$ cat config.mk
export PLATFORM = sky130hd
export DESIGN_NAME = abi_ctrl
export DESIGN_NICKNAME = d
export VERILOG_FILES = /design/src/rtl/abi_pkg.sv /design/src/rtl/abi_ctrl.sv
export SDC_FILE = /design/constraint.sdc
export NUM_CORES = 1
export LEC_CHECK = 0
export BUFFER_PORTS_ARGS = -buffer_cell sky130_fd_sc_hd__buf_2
export CORE_ASPECT_RATIO = 0.8
export CORE_UTILIZATION = 40
export CTS_CLUSTER_SIZE = 25
export DETAILED_ROUTE_END_ITERATION = 10
export HOLD_SLACK_MARGIN = 0.03
export PLACE_DENSITY = 0.58
export SKIP_CTS_REPAIR_TIMING = 1
export SYNTH_ARGS = -nofsm -noshare
export SYNTH_HDL_FRONTEND = slang
export SYNTH_SLANG_ARGS = --single-unit
$ cat constraint.sdc
create_clock -name clk -period 1.6 [get_ports clk]
set_input_delay 0.32 -clock clk [delete_from_list [all_inputs] [get_ports clk]]
set_output_delay 0.32 -clock clk [all_outputs]
set_load 0.05 [all_outputs]
$ cat src/rtl/abi_pkg.sv
package abi_pkg;

	localparam int ITERATIONS_DEF = 30;
	localparam int FRAC_BITS_DEF  = 40;
	localparam logic [31:0] ANGLE_MAX = 32'd1686629713;

	typedef enum logic [3:0] {
		ST_IDLE,
		ST_SQRT0,
		ST_DIV0,
		ST_AVG,
		ST_MUL,
		ST_SQRT,
		ST_FMUL,
		ST_DIV1,
		ST_OUT
	} state_t;

	typedef enum logic [2:0] {
		CMD_NONE,
		CMD_LOAD,
		CMD_SQRT0,
		CMD_DIV0,
		CMD_AVG,
		CMD_MUL,
		CMD_FMUL,
		CMD_DIV1
	} cmd_op_t;

	typedef struct packed {
		cmd_op_t op;
		logic    start;
	} cmd_t;

	typedef struct packed {
		logic busy;
		logic done;
	} stat_t;

endpackage

$ cat src/rtl/abi_ctrl.sv
module abi_ctrl import abi_pkg::*; #(
	parameter int ITERATIONS = ITERATIONS_DEF
) (
	input  logic  clk,
	input  logic  arst_n,
	input  logic  in_valid,
	output logic  in_ready,
	output logic  out_valid,
	input  logic  out_ready,
	output cmd_t  cmd,
	input  stat_t stat
);

	localparam int CW = $clog2(ITERATIONS + 1);

	state_t state_q, state_d;
	logic [CW-1:0] cnt_q, cnt_d;
	logic started_q, started_d;

	always_ff @(posedge clk or negedge arst_n) begin
		if (!arst_n) begin
			state_q   <= ST_IDLE;
			cnt_q     <= '0;
			started_q <= 1'b0;
		end else begin
			state_q   <= state_d;
			cnt_q     <= cnt_d;
			started_q <= started_d;
		end
	end

	always_comb begin
		state_d   = state_q;
		cnt_d     = cnt_q;
		started_d = started_q;
		cmd.op    = CMD_NONE;
		cmd.start = 1'b0;
		in_ready  = 1'b0;
		out_valid = 1'b0;
		unique case (state_q)
			ST_IDLE: begin
				in_ready = 1'b1;
				if (in_valid) begin
					cmd.op    = CMD_LOAD;
					cmd.start = 1'b1;
					state_d   = ST_SQRT0;
					started_d = 1'b0;
					cnt_d     = '0;
				end
			end
			ST_SQRT0, ST_DIV0, ST_SQRT, ST_FMUL, ST_DIV1: begin
				case (state_q)
					ST_SQRT0: cmd.op = CMD_SQRT0;
					ST_DIV0:  cmd.op = CMD_DIV0;
					ST_SQRT:  cmd.op = CMD_MUL;
					ST_FMUL:  cmd.op = CMD_FMUL;
					default:  cmd.op = CMD_DIV1;
				endcase
				if (!started_q) begin
					cmd.start = 1'b1;
					started_d = 1'b1;
				end else if (stat.done) begin
					started_d = 1'b0;
					unique case (state_q)
						ST_SQRT0: state_d = ST_DIV0;
						ST_DIV0:  state_d = (ITERATIONS > 0) ? ST_AVG : ST_FMUL;
						ST_SQRT: begin
							cnt_d   = cnt_q + 1'b1;
							state_d = (cnt_q == CW'(ITERATIONS - 1)) ? ST_FMUL : ST_AVG;
						end
						ST_FMUL:  state_d = ST_DIV1;
						default:  state_d = ST_OUT;
					endcase
				end
			end
			ST_AVG: begin
				cmd.op    = CMD_AVG;
				cmd.start = 1'b1;
				state_d   = ST_MUL;
			end
			ST_MUL: begin
				cmd.op    = CMD_MUL;
				cmd.start = 1'b1;
				state_d   = ST_SQRT;
				started_d = 1'b1;
			end
			ST_OUT: begin
				out_valid = 1'b1;
				if (out_ready) state_d = ST_IDLE;
			end
			default: state_d = ST_IDLE;
		endcase
	end

	a_ready_idle: assert property (@(posedge clk) disable iff (!arst_n)
		in_ready |-> state_q == ST_IDLE)
		else $error("ready outside idle");
	a_no_both: assert property (@(posedge clk) disable iff (!arst_n)
		!(in_ready && out_valid))
		else $error("ready and valid together");
	a_out_hold: assert property (@(posedge clk) disable iff (!arst_n)
		out_valid && !out_ready |=> out_valid)
		else $error("result dropped");
	a_idle_quiet: assert property (@(posedge clk) disable iff (!arst_n)
		state_q == ST_IDLE |-> !stat.busy)
		else $error("datapath busy in idle");

endmodule

==> results of run 1 <==
logic make-up after synthesis:
family	synth area share, %
AO/OA/AOI/OAI	21.94
flip-flops	34.54
multiplexers	3.454
XOR/XNOR	2.418
adder cells (fa/ha/maj)	3.454
buffers and inverters	6.735
AND/OR/NAND/NOR	27.46
layout make-up:
| class | instances | area, um2 | area share [%] |
|---|---|---|---|
| Clock buffer | 4 | 36.28 | 3.266 |
| Inverter | 5 | 18.77 | 1.689 |
| Multi-Input combinational cell | 58 | 500.5 | 45.04 |
| Sequential cell | 10 | 252.7 | 22.75 |
| Tap cell | 22 | 27.53 | 2.477 |
| Timing Repair Buffer | 33 | 275.3 | 24.77 |
worst max-delay path: stages (launching register included):
cell	delay, ns
dfrtp_2	0.44
inv_2	0.08
or3_4	0.38
a21oi_4	0.13
buf_6	0.17
power by group:
part	internal, W	total, W	leakage [nW]	switching, W
logic	0.000818	0.00171	0.350	0.000889
clock network	0.000138	0.000226	0.0210	0.0000878
registers	0.000328	0.000454	0.129	0.000126
per-layer routing:
layer | up-vias | part of all wire [%] | wire [um] | GRT usage (%)
met5 | - | 0 | 0 | 0
met1 | 315 | 51 | 901 | 26.71
met4 | 0 | 0 | 0 | 4.286
li1 | 345 | - | - | -
met3 | 0 | 4.1 | 72 | 7.955
met2 | 10 | 45 | 797 | 30.41
Yosys cell counts, types with 2 or more instances:
| cell | instances | share of area, % |
|---|---|---|
| inv_1 | 5 | 2.6 |
| o21ai_0 | 7 | 4.8 |
| ha_1 | 2 | 3.5 |
| nor2_2 | 2 | 1.7 |
| or3_1 | 2 | 1.7 |
| dfrtp_1 | 10 | 35 |
| nand2_1 | 4 | 2.1 |
| nand4_1 | 2 | 1.7 |
| nand3b_1 | 2 | 2.1 |
| buf_4 | 2 | 2.1 |
| nor3_1 | 2 | 1.4 |
| nor2_1 | 7 | 3.6 |
| xnor2_1 | 2 | 2.4 |
| a21oi_1 | 7 | 4.8 |
stage by stage:
stage	hold slack (ns)	setup slack (ns)	area, um2	power [W]
2_1_floorplan	0.02441	-0.06793	777.0	0.001456
3_3_place_gp	0.1885	-0.02820	947.2	0.001829
3_5_place_dp	0.1933	-0.05149	947.2	0.001854
4_1_cts	-0.1005	-0.3458	983.4	0.002086
5_1_grt	0.3395	-0.2519	1111	0.002540
6_report	0.3260	-0.1922	1111	0.002387
registers in the layout (all words and copies together) (netlist names):
name,cells
state_q,4
cnt_q,5
started_q,1
final timing paths:
| check | to | cells after the start | slack [ns] |
|---|---|---|---|
| max | cmd[2] | 4 | -0.19 |
| min | state_q[3] | 3 | 0.33 |
| max reg2reg | cnt_q[0] | 6 | -0.08 |
| min reg2reg | cnt_q[4] | 2 | 0.56 |
| max in group asynchronous | state_q[2] | 2 | 0.95 |
| min in group asynchronous | cnt_q[3] | 2 | 0.43 |
==> results.sh, run 1 <==
export IMPL_ir_drop_mv=1.295
export IMPL_num_vias=670
export IMPL_ant_nets=0
export IMPL_first_pass_iters=3
export IMPL_worstPathRequired_ns=1.28
export IMPL_crit_type="reg -> out"
export IMPL_fp_dieH_um=40.07
export IMPL_violations="setup timing"
export IMPL_fin_worst_skew_ns=0.006784
export IMPL_max_freq_mhz=558.0
export IMPL_htreeDepth=1
export IMPL_status="finished with violations"
export IMPL_synth_area_um2=724.4
export IMPL_grt_pass1_wl_um=2808
export IMPL_cts_num_sinks=10
export IMPL_drc=0
export IMPL_clk_pin_slew_ns=0.07
export IMPL_drtIter0Drc=4
export IMPL_num_nets_final=119
export IMPL_maxCapViolCount=0
export IMPL_synth_fp_nets=85
export IMPL_synthArstFlopShare_pct=100.0
export IMPL_fin_util_pct=66.97
export IMPL_grt_max_degree=11
export IMPL_area_growth_pct=53.37
export IMPL_crit_start="state_q[0]"
export IMPL_power_density_nw_per_um2=2149
export IMPL_overflow=0
export IMPL_diodes=0
export IMPL_root_buffer="clkbuf_4"
export IMPL_clock_path_buffers=2
export IMPL_slew_headroom_pct=77.55
export IMPL_yosysWarnings=0
export IMPL_grt_util_all_layers_pct=19.93
export IMPL_ys_seq_area_share_pct=34.54
export IMPL_syn_inst=77
export IMPL_hp_start="out_ready"
export IMPL_rsz0062_at_grt="yes"
export IMPL_setup_tns_final_ns=-1.204
export IMPL_start_util_pct=43.67
export IMPL_synth_edff_count=0
export IMPL_final_cell_mix="18 x buf_4, 8 x dfrtp_1, 8 x buf_6"
export IMPL_antenna_found_initial=0
export IMPL_slew_violations=0
export IMPL_period_share_pct=112.0
export IMPL_critPathArrivalTime_ns=1.47
export IMPL_dpl_hpwl_um=1313
export IMPL_vias_per_cell=5.076
export IMPL_io_pins=12
export IMPL_syn_avg_cell_area_um2=9.408
export IMPL_cts_tree="done"
export IMPL_design_core_area_um2=1659
export IMPL_wire_per_inst_um=13.42
export IMPL_synth_seq_cells=10
export IMPL_endpoint_kind="output pin"
export IMPL_finalHoldViolations=0
export IMPL_fin_ws_ns=-0.1922
export IMPL_min_period_ns=1.792
export IMPL_leakage_nw=0.5002
export IMPL_portBuffers=10
export IMPL_drt_wl_total_um=1771
export IMPL_ys_types=35
export IMPL_dieArea_um2=1986
export IMPL_dieWidth_um=49.58
export IMPL_n_fill_cell=143
export IMPL_hold_class="in -> reg"
export IMPL_grt_pass1_vias=596
export IMPL_clkLatencyLatePin_ns=0.27
export IMPL_layout_commonest_cell="buf_4"
export IMPL_fp_row_count=13
export IMPL_finalNonFillerCells=132
export IMPL_rr_startpoint="state_q[0]"
export IMPL_critPathLaunchType="flop"
export IMPL_place_congestion=0.7504
export IMPL_tightest_slew_ns=0.3368
export IMPL_setup_violations=11
export IMPL_dp_cells=122
export IMPL_synthFlopType="dfrtp_1"
export IMPL_drive_gt1_share_pct=55.45
export IMPL_cts_buffers=3
export IMPL_crit_fanout=5
Note: power is estimated with default switching activity, not from simulation.
==> run 2, diff against run 1 <==
Settings changed: CAP_MARGIN set to 20, CORE_ASPECT_RATIO 0.8 to unset, CORE_UTILIZATION 40 to 46, PLACE_DENSITY 0.58 to 0.65, RECOVER_POWER set to 25.
==> run 2 against run 1 <==
Effect of this change: the run still ends with setup timing left; final area down 4.2%; critical path type unchanged; clock power down 27%; sequential cell count unchanged; sequential power up 5.9%; combinational power down 5%; worst setup slack better by 0.020 ns; utilization up 10 points; non-clock buffer count down 3; register-to-register slack better by 0.07 ns; critical path depth unchanged; power down 5.2%; fmax up 1.1%.
==> results.sh, run 2 (synthesis gave the netlist of run 1 again) <==
export IMPL_pre_cts_ws_ns=-0.05624
export IMPL_drc=0
export IMPL_place_congestion=0.8027
export IMPL_worstPathRequired_ns=1.28
export IMPL_cts_buffers=3
export IMPL_crit_type="reg -> out"
export IMPL_status="finished with violations"
export IMPL_min_to="state_q[3]"
export IMPL_first_pass_iters=4
export IMPL_ir_drop_mv=1.568
export IMPL_critPathLaunchType="flop"
export IMPL_power_density_nw_per_um2=2125
export IMPL_wire_per_inst_um=14.50
export IMPL_dieWidth_um=41.69
export IMPL_multi_input_comb_area_um2=500.5
export IMPL_drtIter0Drc=15
export IMPL_largest_reg_flops=5
export IMPL_top_register="cnt_q"
export IMPL_finalNonFillerCells=121
export IMPL_fin_worst_skew_ns=0.007505
export IMPL_cp_num_cells=4
export IMPL_setup_violations=7
export IMPL_fp_dieH_um=41.69
export IMPL_cts_num_sinks=10
export IMPL_num_vias=671
export IMPL_dp_cells=111
export IMPL_crit_slowest_cell="dfrtp_2"
export IMPL_n_fill_cell=94
export IMPL_fin_ws_ns=-0.1725
export IMPL_num_nets_final=116
export IMPL_largestRegisters="cnt_q (5), state_q (4), started_q (1)"
export IMPL_crit_start="state_q[0]"
export IMPL_leakage_nw=0.4738
export IMPL_fin_hold_ws_ns=0.3348
export IMPL_violations="setup timing"
export IMPL_ant_nets=0
export IMPL_path_buf_inv=2
export IMPL_io_pins=12
export IMPL_grt_max_degree=12
export IMPL_worstReg2RegEnd="cnt_q[1]"
export IMPL_hp_start="out_ready"
export IMPL_clk_pin_slew_ns=0.05
export IMPL_min_path_cells=3
export IMPL_design_core_area_um2=1383
export IMPL_grt_pass1_vias=564
export IMPL_endpoint_kind="output pin"
export IMPL_final_seq_area_um2=254.0
export IMPL_rsz0062_at_grt="yes"
export IMPL_start_util_pct=52.40
export IMPL_cpPeakStageDelay_ns=0.47
export IMPL_min_period_ns=1.773
export IMPL_period_share_pct=110.8
export IMPL_slew_violations=0
export IMPL_maxCapViolCount=0
export IMPL_diodes=0
export IMPL_portBuffers=10
export IMPL_hold_class="in -> reg"
export IMPL_dieArea_um2=1738
export IMPL_grt_util_all_layers_pct=19.93
export IMPL_antenna_found_initial=0
export IMPL_crit_chain="inv_4 -> or3_4 -> a21oi_4 -> buf_6"
export IMPL_cts_tree="done"
export IMPL_rr_worst_depth=5
export IMPL_max_freq_mhz=564.2
export IMPL_layout_commonest_cell="buf_4"
export IMPL_rr_startpoint="state_q[1]"
export IMPL_fp_row_count=13
export IMPL_overflow=0
export IMPL_vias_per_cell=5.545
export IMPL_dpl_hpwl_um=1232
export IMPL_finalHoldViolations=0
export IMPL_crit_fanout=7
export IMPL_clock_path_buffers=2
export IMPL_critPathArrivalTime_ns=1.45
export IMPL_clkLatencyLatePin_ns=0.26
export IMPL_htreeDepth=1
export IMPL_root_buffer="clkbuf_4"
export IMPL_slew_headroom_pct=64.90
export IMPL_final_cell_mix="15 x buf_4, 7 x dfrtp_1, 7 x buf_6"
export IMPL_grt_pass1_wl_um=2601
export IMPL_area_growth_pct=46.98
export IMPL_reg2reg_setup_slack_ns=-0.01
export IMPL_tightest_slew_ns=0.5265
export IMPL_drt_wl_total_um=1755
export IMPL_drive_gt1_share_pct=53.77
export IMPL_cp_top_family="flip-flops"
==> run 2: power breakdown <==
| group | total [W] | switching (W) | leakage [nW] | internal [W] |
|---|---|---|---|---|
| sequential | 0.000481 | 0.000152 | 0.128 | 0.000328 |
| combinational | 0.00162 | 0.000858 | 0.332 | 0.000760 |
| clock | 0.000164 | 0.0000772 | 0.0138 | 0.0000864 |
==> run 2: layout make-up <==
class / count / share of cell area (%)
well taps: 15 / 1.763
clock buffers: 3 / 2.115
inverters: 5 / 1.998
flip-flops and latches: 10 / 23.85
multi-input cells: 58 / 47.00
repair buffers: 30 / 23.27
==> run 2: metrics by stage <==
| step | util [%] | power [W] | area, um2 | TNS (ns) |
|---|---|---|---|---|
| after floorplan | - | 0.001456 | 777.0 | -0.07327 |
| after global routing | 77.01 | 0.002391 | 1065 | -1.152 |
| final | 77.01 | 0.002263 | 1065 | -0.7135 |
| after detailed placement | 65.70 | 0.001775 | 908.4 | -0.1074 |
| after CTS | 67.33 | 0.001949 | 930.9 | -1.610 |
| after global placement | 65.70 | 0.001752 | 908.4 | -0.1205 |
==> run 2: per-layer routing <==
layer,part of all wire [%],vias to the layer above,global-route usage [%]
met5,0,-,0
li1,-,340,-
met2,50,11,29.38
met1,46,320,29.53
met3,3.6,0,7.826
met4,0,0,0
==> run 2: worst register-to-register path, delay by kind of cell, from the launching register on <==
kind	cells	cell delay (ns)
multiplexers	1	0.17
AND/OR/NAND/NOR	2	0.67
flip-flops	1	0.41
buffers and inverters	2	0.27
==> run 2: worst max-delay path by stage <==
stage | endpoint | slack [ns]
floorplan | cmd[0] | -0.07
global placement | cmd[2] | -0.06
detailed placement | cmd[2] | -0.06
CTS | cmd[2] | -0.34
global route | cmd[2] | -0.22
finish | cmd[2] | -0.17
==> run 3, diff against run 2 <==
Settings changed: SETUP_SLACK_MARGIN set to 0.15.
==> run 3 against run 2 <==
Effect of this change: the flow still finishes with violations (setup timing); cell count shrank 3.3%; worst hold slack gained 0.016 ns; power shrank 3.1%; critical path type unchanged; critical endpoint unchanged.
==> results.sh, run 3 (synthesis gave the netlist of run 1 again) <==
export IMPL_status="finished with violations"
export IMPL_violations="setup timing"
export IMPL_clock_path_buffers=2
export IMPL_pwr_share_clk_pct=7.8
export IMPL_max_freq_mhz=552.0
export IMPL_p_seq_share_pct=22.9
export IMPL_wire_per_inst_um=15.57
export IMPL_drc=0
export IMPL_grt_pass1_wl_um=2822
export IMPL_htreeDepth=1
export IMPL_ir_drop_mv=1.512
export IMPL_top_register="cnt_q"
export IMPL_dieWidth_um=41.69
export IMPL_io_pins=12
export IMPL_grt_pass1_vias=587
export IMPL_power_density_nw_per_um2=2138
export IMPL_final_area_um2=1026
export IMPL_slew_violations=0
export IMPL_root_buffer="clkbuf_4"
export IMPL_worstPathRequired_ns=1.28
export IMPL_slew_headroom_pct=63.07
export IMPL_antenna_found_initial=0
export IMPL_dpl_cell_area_um2=904.6
export IMPL_drt_wl_total_um=1822
export IMPL_fin_worst_skew_ns=0.0004249
export IMPL_p_comb_share_pct=69.3
export IMPL_fp_dieH_um=41.69
export IMPL_clk_pin_slew_ns=0.06
export IMPL_p_int_w=0.001097
export IMPL_period_share_pct=113.2
export IMPL_min_path_cells=3
export IMPL_crit_chain="buf_4 -> o21ai_0 -> a21oi_4 -> buf_6"
export IMPL_largestRegisters="cnt_q (5), state_q (4), started_q (1)"
export IMPL_ant_nets=0
export IMPL_drtIter0Drc=12
export IMPL_vias_per_cell=5.821
export IMPL_fin_ws_ns=-0.2116
export IMPL_design_core_area_um2=1383
export IMPL_critPathArrivalTime_ns=1.49
export IMPL_setup_violations=6
export IMPL_clkLatencyLatePin_ns=0.27
export IMPL_crit_type="reg -> out"
export IMPL_start_util_pct=52.40
export IMPL_area_growth_pct=41.62
export IMPL_tightest_slew_ns=0.5540
export IMPL_leakage_nw=0.4470
export IMPL_finalHoldViolations=0
export IMPL_maxCapViolCount=0
export IMPL_num_vias=681
export IMPL_dieArea_um2=1738
export IMPL_final_cell_mix="15 x buf_4, 6 x a21oi_1, 6 x o21ai_0, 6 x dfrtp_1, 5 x buf_2"
export IMPL_pre_cts_ws_ns=-0.07787
export IMPL_hold_class="in -> reg"
export IMPL_portBuffers=10
export IMPL_setup_tns_final_ns=-0.8210
export IMPL_switchingPower_w=0.001096
export IMPL_fp_row_count=13
export IMPL_min_period_ns=1.812
export IMPL_rsz0062_at_grt="yes"
export IMPL_cts_num_sinks=10
export IMPL_rr_worst_depth=5
export IMPL_critPathLaunchType="flop"
export IMPL_p_sw_share_pct=49.98
export IMPL_cpPeakStageDelay_ns=0.49
export IMPL_cts_buffers=3
export IMPL_first_pass_iters=4
export IMPL_layout_commonest_cell="buf_4"
export IMPL_dpl_hpwl_um=1337
export IMPL_endpoint_kind="output pin"
export IMPL_crit_slowest_cell="dfrtp_2"
export IMPL_overflow=0
export IMPL_grt_max_degree=11
export IMPL_place_congestion=0.7936
export IMPL_num_nets_final=112
export IMPL_reg2reg_setup_slack_ns=0.02
export IMPL_crit_fanout=9
export IMPL_grt_util_all_layers_pct=21.75
export IMPL_fin_hold_ws_ns=0.3503
export IMPL_diodes=0
export IMPL_cts_tree="done"
export IMPL_largest_reg_flops=5
export IMPL_drive_gt1_share_pct=53.92
run 3: cell types whose count changed in the layout (fill, tap and decap cells not counted), moves of 2 or more:
cell	before	now
buf_6	7	3
buf_2	3	5
inv_2	0	2
nor2_4	1	3
run 3: final timing paths:
kind	to	startpoint
setup / recovery	cmd[2]	state_q[2]
hold / removal	state_q[3]	out_ready
setup reg to reg	state_q[0]	state_q[2]
hold reg to reg	cnt_q[4]	cnt_q[4]
max in group asynchronous	state_q[3]	arst_n
min in group asynchronous	cnt_q[2]	arst_n
run 3: metrics by stage:
step                power, W  instances  util, %
finish              0.002193        117    74.21
global route        0.002327        117    74.21
CTS                 0.001955        112    67.06
detailed placement  0.001779        109    65.43
global placement    0.001743        109    65.43
floorplan           0.001492         77        -
run 3: worst max-delay path: cells and delay by family, from the launching register on:
family | cells | cell delay (ns)
DFF | 1 | 0.49
AOI/OAI and AO/OA | 2 | 0.41
buffers and inverters | 2 | 0.33
run 3: cell type report:
type	count	area (um2)
multi-input combinational	58	510.5
fill	108	356.6
sequential	10	255.2
timing repair buffer	26	200.2
clock buffer	3	22.52
inverter	5	18.77
tap	15	18.77
run 3: power by group through the flow:
stage          combinational [W]  sequential, W  clock [W]
6_report                 0.00152       0.000502   0.000172
5_1_grt                  0.00162       0.000516   0.000189
4_1_cts                  0.00131       0.000470   0.000176
3_5_place_dp             0.00131       0.000474          0
3_3_place_gp             0.00128       0.000466          0
2_1_floorplan            0.00108       0.000416          0
run 3: metal layers:
layer / wire length (um) / vias up / track usage (%)
met1: 858 / 326 / 33.52
met5: 0 / - / 0
li1: - / 334 / -
met3: 74 / 2 / 6.522
met4: 16 / 0 / 3.871
met2: 873 / 19 / 30.00
